--- src/rtl/core/mppt_po_pkg.sv ---
// ----------------------------------------------------------------------------
// mppt_po_pkg
// Shared codes, constants and controller/datapath interface types for the
// perturb-and-observe tracker with redline protection.
// ----------------------------------------------------------------------------
package mppt_po_pkg;

    localparam int unsigned DATA_W = 16;
    localparam int unsigned STEP_W = 12;
    localparam int unsigned CFG_ADDR_W = 3;
    localparam int unsigned IN_TDATA_W = 72;
    localparam int unsigned OUT_TDATA_W = 40;
    localparam int unsigned DIV_CNT_W = 4;

    // Function codes carried in the input tuser.
    localparam logic [1:0] FUNC_CHECK = 2'd0;
    localparam logic [1:0] FUNC_TRACK = 2'd1;
    localparam logic [1:0] FUNC_SET_MODE = 2'd2;
    localparam logic [1:0] FUNC_ACK = 2'd3;

    // Operating modes.
    localparam logic [1:0] MODE_STOP = 2'd0;
    localparam logic [1:0] MODE_RUN = 2'd1;
    localparam logic [1:0] MODE_ERROR = 2'd2;

    // Fault codes, in the order the redline tests run.
    localparam logic [3:0] FAULT_NONE = 4'd0;
    localparam logic [3:0] FAULT_IN_OVER_V = 4'd1;
    localparam logic [3:0] FAULT_IN_OVER_I = 4'd2;
    localparam logic [3:0] FAULT_OUT_UNDER_V = 4'd3;
    localparam logic [3:0] FAULT_OUT_OVER_V = 4'd4;
    localparam logic [3:0] FAULT_OUT_OVER_I = 4'd5;
    localparam logic [3:0] FAULT_INVERSION = 4'd6;
    localparam logic [3:0] FAULT_DUTY_LOW = 4'd7;
    localparam logic [3:0] FAULT_DUTY_HIGH = 4'd8;

    // Configuration register indexes.
    localparam logic [2:0] CFG_MAX_IN_V = 3'd0;
    localparam logic [2:0] CFG_MAX_IN_I = 3'd1;
    localparam logic [2:0] CFG_MIN_OUT_V = 3'd2;
    localparam logic [2:0] CFG_MAX_OUT_V = 3'd3;
    localparam logic [2:0] CFG_MAX_OUT_I = 3'd4;
    localparam logic [2:0] CFG_MIN_DUTY = 3'd5;
    localparam logic [2:0] CFG_MAX_DUTY = 3'd6;
    localparam logic [2:0] CFG_PERTURB_STEP = 3'd7;

    // Reset values of the configuration registers.
    localparam logic [15:0] RST_MAX_IN_V = 16'd17920;
    localparam logic [15:0] RST_MAX_IN_I = 16'd32768;
    localparam logic [15:0] RST_MIN_OUT_V = 16'd20480;
    localparam logic [15:0] RST_MAX_OUT_V = 16'd33280;
    localparam logic [15:0] RST_MAX_OUT_I = 16'd20480;
    localparam logic [15:0] RST_MIN_DUTY = 16'd6554;
    localparam logic [15:0] RST_MAX_DUTY = 16'd58982;
    localparam logic [11:0] RST_PERTURB_STEP = 12'd26;

    localparam logic [15:0] HALF_DUTY = 16'h8000;
    localparam logic [15:0] FULL_DUTY = 16'hFFFF;

    // Commands from the controller to the datapath.
    typedef struct packed {
        logic load;      // capture the input request
        logic apply;     // execute a non-tracking request (or an ignored one)
        logic mult;      // register the array power
        logic step;      // move the reference and update history
        logic div_iter;  // one quotient bit of the duty division
        logic post;      // write the result into the output register
    } ctrl_cmd_t;

    // Status from the datapath to the controller.
    typedef struct packed {
        logic track;       // captured request is a tracking step in RUN
        logic div_needed;  // the duty needs the iterative divider
        logic div_last;    // the divider is on its final bit
        logic out_free;    // the output register can take a result
    } ctrl_sts_t;

endpackage

--- src/rtl/core/mppt_po_ctrl.sv ---
// ----------------------------------------------------------------------------
// mppt_po_ctrl
// Sequencer for one request at a time: decode, power multiply, reference
// step, bit-serial duty division and result hand-off.
// ----------------------------------------------------------------------------
module mppt_po_ctrl
(
    input  logic                   clk,
    input  logic                   rst_n,
    input  logic                   s_tvalid,
    output logic                   s_tready,
    input  mppt_po_pkg::ctrl_sts_t sts,
    output mppt_po_pkg::ctrl_cmd_t cmd
);
    import mppt_po_pkg::*;

    typedef enum logic [4:0] {
        ST_IDLE = 5'b00001,
        ST_EXEC = 5'b00010,
        ST_STEP = 5'b00100,
        ST_DIV  = 5'b01000,
        ST_DONE = 5'b10000
    } state_t;

    state_t state_reg;
    state_t state_next;

    always_ff @(posedge clk or negedge rst_n)
    begin
        if (!rst_n)
        begin
            state_reg <= ST_IDLE;
        end
        else
        begin
            state_reg <= state_next;
        end
    end

    always_comb
    begin
        state_next = state_reg;
        cmd = '0;
        s_tready = 1'b0;
        case (state_reg)
            ST_IDLE:
            begin
                s_tready = 1'b1;
                if (s_tvalid)
                begin
                    cmd.load = 1'b1;
                    state_next = ST_EXEC;
                end
            end
            ST_EXEC:
            begin
                if (sts.track)
                begin
                    cmd.mult = 1'b1;
                    state_next = ST_STEP;
                end
                else
                begin
                    cmd.apply = 1'b1;
                    state_next = ST_DONE;
                end
            end
            ST_STEP:
            begin
                cmd.step = 1'b1;
                state_next = sts.div_needed ? ST_DIV : ST_DONE;
            end
            ST_DIV:
            begin
                cmd.div_iter = 1'b1;
                if (sts.div_last)
                begin
                    state_next = ST_DONE;
                end
            end
            ST_DONE:
            begin
                if (sts.out_free)
                begin
                    cmd.post = 1'b1;
                    state_next = ST_IDLE;
                end
            end
            default:
            begin
                state_next = ST_IDLE;
            end
        endcase
    end

endmodule

--- src/rtl/core/mppt_po_dp.sv ---
// ----------------------------------------------------------------------------
// mppt_po_dp
// Datapath: configuration registers, tracker state, redline checker, power
// multiplier, restoring divider for the duty and the output register.
// ----------------------------------------------------------------------------
module mppt_po_dp
(
    input  logic                                  clk,
    input  logic                                  rst_n,
    input  logic                                  cfg_we,
    input  logic [mppt_po_pkg::CFG_ADDR_W-1:0]    cfg_addr,
    input  logic [mppt_po_pkg::DATA_W-1:0]        cfg_wdata,
    input  logic [mppt_po_pkg::IN_TDATA_W-1:0]    s_tdata,
    input  logic [1:0]                            s_tuser,
    output logic                                  m_tvalid,
    input  logic                                  m_tready,
    output logic [mppt_po_pkg::OUT_TDATA_W-1:0]   m_tdata,
    input  mppt_po_pkg::ctrl_cmd_t                cmd,
    output mppt_po_pkg::ctrl_sts_t                sts
);
    import mppt_po_pkg::*;

    // Configuration.
    logic [15:0] max_in_v_reg, max_in_i_reg, min_out_v_reg, max_out_v_reg;
    logic [15:0] max_out_i_reg, min_duty_reg, max_duty_reg;
    logic [11:0] step_reg;

    // Tracker state.
    logic [1:0]  mode_reg;
    logic        run_latch_reg;
    logic [15:0] last_v_reg;
    logic [31:0] last_p_reg;
    logic [15:0] duty_reg;
    logic [15:0] target_reg;
    logic [3:0]  fault_reg;
    logic        raised_reg;

    // Captured request.
    logic [1:0]  func_reg;
    logic [15:0] av_reg, ai_reg, bv_reg, bi_reg;
    logic        req_reg;

    // Work registers.
    logic [31:0] power_reg;
    logic [15:0] rem_reg;
    logic [15:0] quo_reg;
    logic [DIV_CNT_W-1:0] cnt_reg;

    // Output register.
    logic        out_valid_reg;
    logic [OUT_TDATA_W-1:0] out_data_reg;

    // Redline tests in priority order.
    logic [3:0] crossing;
    always_comb
    begin
        if (av_reg > max_in_v_reg)
            crossing = FAULT_IN_OVER_V;
        else if (ai_reg > max_in_i_reg)
            crossing = FAULT_IN_OVER_I;
        else if (bv_reg < min_out_v_reg)
            crossing = FAULT_OUT_UNDER_V;
        else if (bv_reg > max_out_v_reg)
            crossing = FAULT_OUT_OVER_V;
        else if (bi_reg > max_out_i_reg)
            crossing = FAULT_OUT_OVER_I;
        else if (av_reg >= bv_reg)
            crossing = FAULT_INVERSION;
        else if (duty_reg < min_duty_reg)
            crossing = FAULT_DUTY_LOW;
        else if (duty_reg > max_duty_reg)
            crossing = FAULT_DUTY_HIGH;
        else
            crossing = FAULT_NONE;
    end

    // Reference step: one stride toward rising power, clamped to 16 bits.
    logic        step_up;
    logic [16:0] ref_sum;
    logic [15:0] ref_val;
    always_comb
    begin
        if (power_reg >= last_p_reg)
            step_up = av_reg > last_v_reg;
        else
            step_up = av_reg < last_v_reg;
        ref_sum = {1'b0, av_reg} + {5'd0, step_reg};
        if (step_up)
            ref_val = ref_sum[16] ? FULL_DUTY : ref_sum[15:0];
        else if (av_reg < {4'd0, step_reg})
            ref_val = '0;
        else
            ref_val = av_reg - {4'd0, step_reg};
    end

    // The quotient fits in 16 bits exactly when the reference is below the
    // battery voltage; otherwise the duty saturates.
    logic div_needed;
    assign div_needed = (bv_reg != '0) && (ref_val < bv_reg);

    // One restoring-division bit per cycle.
    logic [16:0] rem_shift;
    logic        rem_ge;
    logic [15:0] rem_new;
    logic [15:0] quo_new;
    always_comb
    begin
        rem_shift = {rem_reg, 1'b0};
        rem_ge = rem_shift >= {1'b0, bv_reg};
        rem_new = rem_ge ? 16'(rem_shift - {1'b0, bv_reg}) : rem_shift[15:0];
        quo_new = {quo_reg[14:0], rem_ge};
    end

    assign sts.track = (func_reg == FUNC_TRACK) && (mode_reg == MODE_RUN);
    assign sts.div_needed = div_needed;
    assign sts.div_last = (cnt_reg == '0);
    assign sts.out_free = !out_valid_reg || m_tready;

    assign m_tvalid = out_valid_reg;
    assign m_tdata = out_data_reg;

    always_ff @(posedge clk or negedge rst_n)
    begin
        if (!rst_n)
        begin
            max_in_v_reg <= RST_MAX_IN_V;
            max_in_i_reg <= RST_MAX_IN_I;
            min_out_v_reg <= RST_MIN_OUT_V;
            max_out_v_reg <= RST_MAX_OUT_V;
            max_out_i_reg <= RST_MAX_OUT_I;
            min_duty_reg <= RST_MIN_DUTY;
            max_duty_reg <= RST_MAX_DUTY;
            step_reg <= RST_PERTURB_STEP;
        end
        else if (cfg_we)
        begin
            case (cfg_addr)
                CFG_MAX_IN_V:     max_in_v_reg <= cfg_wdata;
                CFG_MAX_IN_I:     max_in_i_reg <= cfg_wdata;
                CFG_MIN_OUT_V:    min_out_v_reg <= cfg_wdata;
                CFG_MAX_OUT_V:    max_out_v_reg <= cfg_wdata;
                CFG_MAX_OUT_I:    max_out_i_reg <= cfg_wdata;
                CFG_MIN_DUTY:     min_duty_reg <= cfg_wdata;
                CFG_MAX_DUTY:     max_duty_reg <= cfg_wdata;
                CFG_PERTURB_STEP: step_reg <= cfg_wdata[STEP_W-1:0];
                default:          ;
            endcase
        end
    end

    // Captured request and work registers carry no reset.
    always_ff @(posedge clk)
    begin
        if (cmd.load)
        begin
            func_reg <= s_tuser;
            av_reg <= s_tdata[15:0];
            ai_reg <= s_tdata[31:16];
            bv_reg <= s_tdata[47:32];
            bi_reg <= s_tdata[63:48];
            req_reg <= s_tdata[64];
        end
        if (cmd.mult)
        begin
            power_reg <= av_reg * ai_reg;
        end
        if (cmd.step)
        begin
            rem_reg <= ref_val;
            cnt_reg <= DIV_CNT_W'(DATA_W - 1);
        end
        else if (cmd.div_iter)
        begin
            rem_reg <= rem_new;
            quo_reg <= quo_new;
            cnt_reg <= cnt_reg - 1'b1;
        end
        if (cmd.post)
        begin
            out_data_reg <= {raised_reg, fault_reg, target_reg, duty_reg,
                             mode_reg == MODE_RUN, mode_reg};
        end
    end

    always_ff @(posedge clk or negedge rst_n)
    begin
        if (!rst_n)
        begin
            mode_reg <= MODE_STOP;
            run_latch_reg <= 1'b0;
            last_v_reg <= '0;
            last_p_reg <= '0;
            duty_reg <= HALF_DUTY;
            target_reg <= '0;
            fault_reg <= FAULT_NONE;
            raised_reg <= 1'b0;
            out_valid_reg <= 1'b0;
        end
        else
        begin
            if (cmd.load)
            begin
                raised_reg <= 1'b0;
            end

            if (cmd.apply)
            begin
                case (func_reg)
                    FUNC_CHECK:
                    begin
                        if (crossing != FAULT_NONE)
                        begin
                            raised_reg <= 1'b1;
                            if (fault_reg == FAULT_NONE)
                                fault_reg <= crossing;
                            mode_reg <= MODE_ERROR;
                            duty_reg <= HALF_DUTY;
                            last_v_reg <= '0;
                            last_p_reg <= '0;
                        end
                    end
                    FUNC_SET_MODE:
                    begin
                        run_latch_reg <= req_reg;
                        if ((mode_reg == MODE_STOP && req_reg) ||
                            (mode_reg == MODE_RUN && req_reg))
                        begin
                            mode_reg <= MODE_RUN;
                        end
                        else
                        begin
                            if (mode_reg == MODE_RUN)
                                mode_reg <= MODE_STOP;
                            duty_reg <= HALF_DUTY;
                            last_v_reg <= '0;
                            last_p_reg <= '0;
                        end
                    end
                    FUNC_ACK:
                    begin
                        if (mode_reg == MODE_ERROR)
                        begin
                            fault_reg <= FAULT_NONE;
                            run_latch_reg <= 1'b0;
                            mode_reg <= MODE_STOP;
                            duty_reg <= HALF_DUTY;
                            last_v_reg <= '0;
                            last_p_reg <= '0;
                        end
                    end
                    default:
                    begin
                        // Tracking step outside RUN: no effect.
                    end
                endcase
            end

            if (cmd.step)
            begin
                target_reg <= ref_val;
                last_v_reg <= av_reg;
                last_p_reg <= power_reg;
                if (!div_needed)
                    duty_reg <= FULL_DUTY;
            end

            if (cmd.div_iter && sts.div_last)
            begin
                duty_reg <= quo_new;
            end

            if (cmd.post)
                out_valid_reg <= 1'b1;
            else if (m_tready)
                out_valid_reg <= 1'b0;
        end
    end

endmodule

--- src/rtl/core/mppt_perturb_observe_with_protection_top.sv ---
// ----------------------------------------------------------------------------
// mppt_perturb_observe_with_protection_top
// Perturb-and-observe maximum power point tracker with redline protection.
// ----------------------------------------------------------------------------
// Sequence: a check, set-mode or acknowledge request is applied and its result
// posted; a tracking step in RUN multiplies, steps the reference and runs the
// bit-serial duty divider before posting. A saturated duty skips the divider.
// Throughput: one request at a time; the next is accepted only after the
// result is posted, which waits until the output register is free.
// Reset (rst_n, asynchronous): STOP mode, half duty, no fault, limits at
// their defaults, output register empty.
// ----------------------------------------------------------------------------
//
// Every accepted request produces exactly one result. The controller walks
// each request through decode and, for a tracking step in RUN, a multiply of
// array voltage by array current, the reference step and, unless the duty
// saturates, a restoring division of the reference (shifted up by 16) over
// the battery voltage. The result is then placed in an output register, so
// a new request can be accepted while the previous result is still waiting
// for the downstream side. Configuration writes land directly in the datapath
// registers and are expected only while no request is in flight.
module mppt_perturb_observe_with_protection_top
(
    input  logic        clk,
    input  logic        rst_n,
    // Configuration write port.
    input  logic        cfg_we,
    input  logic [2:0]  cfg_addr,
    input  logic [15:0] cfg_wdata,
    // Request stream.
    input  logic        s_tvalid,
    output logic        s_tready,
    // [15:0] array_voltage, [31:16] array_current, [47:32] battery_voltage,
    // [63:48] battery_current, [64] run_request, [71:65] zero
    input  logic [71:0] s_tdata,
    // [1:0] func
    input  logic [1:0]  s_tuser,
    // Result stream.
    output logic        m_tvalid,
    input  logic        m_tready,
    // [1:0] op_mode, [2] pwm_on, [18:3] duty_cycle, [34:19] reference_voltage,
    // [38:35] fault_code, [39] fault_raised
    output logic [39:0] m_tdata
);
    import mppt_po_pkg::*;

    ctrl_cmd_t cmd;
    ctrl_sts_t sts;

    // The controller owns the request handshake; the datapath owns the result.
    mppt_po_ctrl u_ctrl
    (
        .clk      (clk),
        .rst_n    (rst_n),
        .s_tvalid (s_tvalid),
        .s_tready (s_tready),
        .sts      (sts),
        .cmd      (cmd)
    );

    mppt_po_dp u_dp
    (
        .clk       (clk),
        .rst_n     (rst_n),
        .cfg_we    (cfg_we),
        .cfg_addr  (cfg_addr),
        .cfg_wdata (cfg_wdata),
        .s_tdata   (s_tdata),
        .s_tuser   (s_tuser),
        .m_tvalid  (m_tvalid),
        .m_tready  (m_tready),
        .m_tdata   (m_tdata),
        .cmd       (cmd),
        .sts       (sts)
    );

endmodule
--- config.mk ---
export PLATFORM = sky130hd
export DESIGN_NAME = mppt_perturb_observe_with_protection_top
export DESIGN_NICKNAME = d
export VERILOG_FILES = /design/src/rtl/core/mppt_po_pkg.sv /design/src/rtl/core/mppt_po_ctrl.sv /design/src/rtl/core/mppt_po_dp.sv /design/src/rtl/core/mppt_perturb_observe_with_protection_top.sv
export SDC_FILE = /design/constraint.sdc
export NUM_CORES = 1
export LEC_CHECK = 0
export ABC_AREA = 0
export BUFFER_PORTS_ARGS = -buffer_cell sky130_fd_sc_hd__buf_4
export CAP_MARGIN = 40
export CORE_MARGIN = 4
export CORE_UTILIZATION = 60
export DETAILED_ROUTE_END_ITERATION = 16
export PLACE_DENSITY = 0.87
export SETUP_SLACK_MARGIN = 0.1
export SYNTH_ARGS = -nofsm -noshare
export SYNTH_HDL_FRONTEND = slang
export SYNTH_SLANG_ARGS = --single-unit
--- constraint.sdc ---
create_clock -name clk -period 19.5 [get_ports clk]
set_input_delay 3.9 -clock clk [delete_from_list [all_inputs] [get_ports clk]]
set_output_delay 3.9 -clock clk [all_outputs]
set_load 0.005 [all_outputs]
==> qor.csv <==
stage;metric;value;unit
route;antenna_left;0;
layout;regArea;0.0107;mm^2
logic_synthesis;synth-edff-count;170;
floorplanning;io_pins;140;
logic_synthesis;synth_common_cells;460 x inv_1, 338 x ha_1, 296 x nand2_1;
layout;antennaDiodeCount;0;
clock_network;h-tree-depth;2;
hold_path;holdCritStartpoint;u_dp.target_reg[8];
floorplanning;core_region_area;0.0480;mm^2
layout;final_cell_area;0.0325;mm^2
clock_network;cts_resized;0;
timing;setup_tns;0;ns
clock_network;cts_buffer_depth;3;
logic_synthesis;synthTopCellsByArea;edfxtp_1 17%, dfrtp_1 16%, ha_1 14%;
floorplanning;chipHeight;229;um
logic_synthesis;netlist_instances;2843;
route;routed_via_density;6.23;
logic_synthesis;synthFlopType;dfrtp_1;
layout;multiInputGateArea;0.0166;mm^2
timing;drv_slew;0;
floorplanning;fp.dieW;229;um
setup_path;worstPathRequired;19.82;ns
timing;hold_viol;0;
placement;place_ws;12.32;ns
clock_network;clock_latency;0.57;ns
timing;finalSetupViolCount;0;
timing;clock.fmax;138;MHz
floorplanning;die_area;0.0525;mm^2
route;wl;77200;um
logic_synthesis;synth_largest_area_cell;edfxtp_1;
setup_path;cp_max_fo;17;
clock_network;cts_sinks;391;
clock_network;ctsRootBufferMaster;clkbuf_16;
logic_synthesis;ys_seq_elements;391;
global_route;grt_start_max_net_pins;74;
logic_synthesis;synth_area;0.0293;mm^2
clock_network;cts_hold_buf;0;
timing;worst_slew_pin_slew;0.909;ns
setup_path;crit_arrival;7.55;ns
global_route;grt.overflow.total;0;
logic_synthesis;yosysUniqueCellTypes;94;
logic_synthesis;postSynthAreaPerCell;10.3;um^2
route;first_pass_iters;6;
logic_synthesis;yosysMostFrequentCell;inv_1;
placement;portBuffers;132;
hold_path;hp-class;flop to flop;
route;drt_iter0_drc;2181;
timing;timing.final.ws_setup;12.27;ns
layout;largest_register_ffs;40;
logic_synthesis;synth_top_area_share;17.4;%
global_route;grt_pass1_wl;123000;um
global_route;antenna_found_initial;1;
clock_network;cts_setup_buffers;0;
placement;post_dp_cell_area;0.0312;mm^2
timing;finalCritPeriodShare;37.1;%
layout;drive_above_1_share;12.3;%
route;drc;0;
global_route;grt_usage;29.2;%
placement;gp_congestion;0.947;
timing;fin_crit;7.23;ns
logic_synthesis;synthArstFlopShare;55.5;%
global_route;grt_pass1_vias;23800;
setup_path;critPathCaptureType;flop;
setup_path;r2r_start;u_dp.ai_reg[6];
timing;rsz0062_at_grt;no;
logic_synthesis;synth_nets;3476;
logic_synthesis;yosys_warnings;0;
clock_network;cts_buffers;41;
layout;syn2layout_area_growth;10.7;%
floorplanning;initial_core_util;61.1;%
setup_path;start_kind;flop;
clock_network;tritoncts;done;
logic_synthesis;synth-seq-area-share;36.3;%
setup_path;worstSetupStartpoint;u_dp.ai_reg[6];
timing;relSlewSlack;39.4;%
run_status;status;finished clean;
clock_network;clkTransAtPathRegs;0.06;ns
placement;hpwl;55600;um
layout;layout.nets;3599;
layout;nFillCells;3381;
route;routedWlPerCell;21.4;um
timing;fin_worst_skew;0.0161;ns
job;cap_violations;0;
route;vias;22500;
setup_path;path_class;flop to flop;
floorplanning;fp-row-count;80;
worst paths after layout:
path	end	slack, ns	cells after the start
worst max-delay path	u_dp.power_reg[31]	12.27	22
worst min-delay path	u_dp.m_tdata[27]	0.45	0
worst max register to register	u_dp.power_reg[31]	12.27	22
worst min register to register	u_dp.m_tdata[27]	0.45	0
max in group asynchronous	u_dp.duty_reg[15]	14.60	5
min in group asynchronous	u_dp.last_p_reg[27]	3.30	1
per-stage QoR:
step	hold slack [ns]	std cells	util, %
3_5_place_dp	0.436	3538	64.9
6_report	0.448	3613	67.6
4_1_cts	0.451	3613	67.6
5_1_grt	0.462	3613	67.6
3_3_place_gp	0.428	3528	64.4
2_1_floorplan	0.421	2843	-
cells by family (layout without fill, tap and decap cells):
kind of cell               Yosys count  after routing  share of synthesized area (%)
muxes                               82             82                           3.16
DFF                                391            391                           36.3
AOI/OAI and AO/OA                  542            542                           12.4
buffers and inverters              550            705                           7.23
adders and majority gates          535            535                           27.9
and+or+nand+nor                    707            707                           12.0
xor gates and xnor gates            36             36                           1.07
critical path: stages (launching register included):
cell and delay (ns):
edfxtp_1 0.69, and2_1 0.32, fa_1 0.54, inv_1 0.06, fa_1 0.57, fa_1 0.47, fa_1 0.51, inv_1 0.06
fa_1 0.53, inv_1 0.06, fa_1 0.53, inv_1 0.05, ha_1 0.34, o21ai_0 0.12, nand2b_1 0.09, a21oi_1 0.09
or4b_1 0.56, o2111a_1 0.28, or4_1 0.55, nand3_1 0.11, o211ai_1 0.15, mux2i_1 0.15, and4_1 0.15
cell usage in the layout (no fill, tap or decap), types with 54 or more instances in the layout:
cell type / instances
o21ai_0: 134
nand2_1: 296
buf_4: 158
dfrtp_1: 186
a21o_1: 54
fa_1: 197
nor2_1: 85
mux2_2: 73
edfxtp_1: 170
ha_1: 338
and2_1: 122
inv_1: 459
a21oi_1: 118
per-layer routing:
layer  routed length [um]  vias up  global-route usage [%]  part of all wire [%]
met5                    0        -                       0                     0
met1                29600    11200                    37.3                    38
met4                 3820        0                    13.3                   5.0
met3                 7050      324                    6.50                   9.1
li1                     -     9906                       -                     -
met2                36700     1136                    48.0                    48
layout make-up:
class                      count  share of cell area [%]
timing repair buffer         169                    4.33
sequential                   391                    32.8
inverter                     461                    5.33
tap                          615                    2.37
clock buffer                  56                    3.46
multi-input combinational   1902                    51.1
clock inverter                19                   0.566
Power is not shown: default switching activity piles up to over one toggle a cycle in this logic, so the estimate is an artifact.
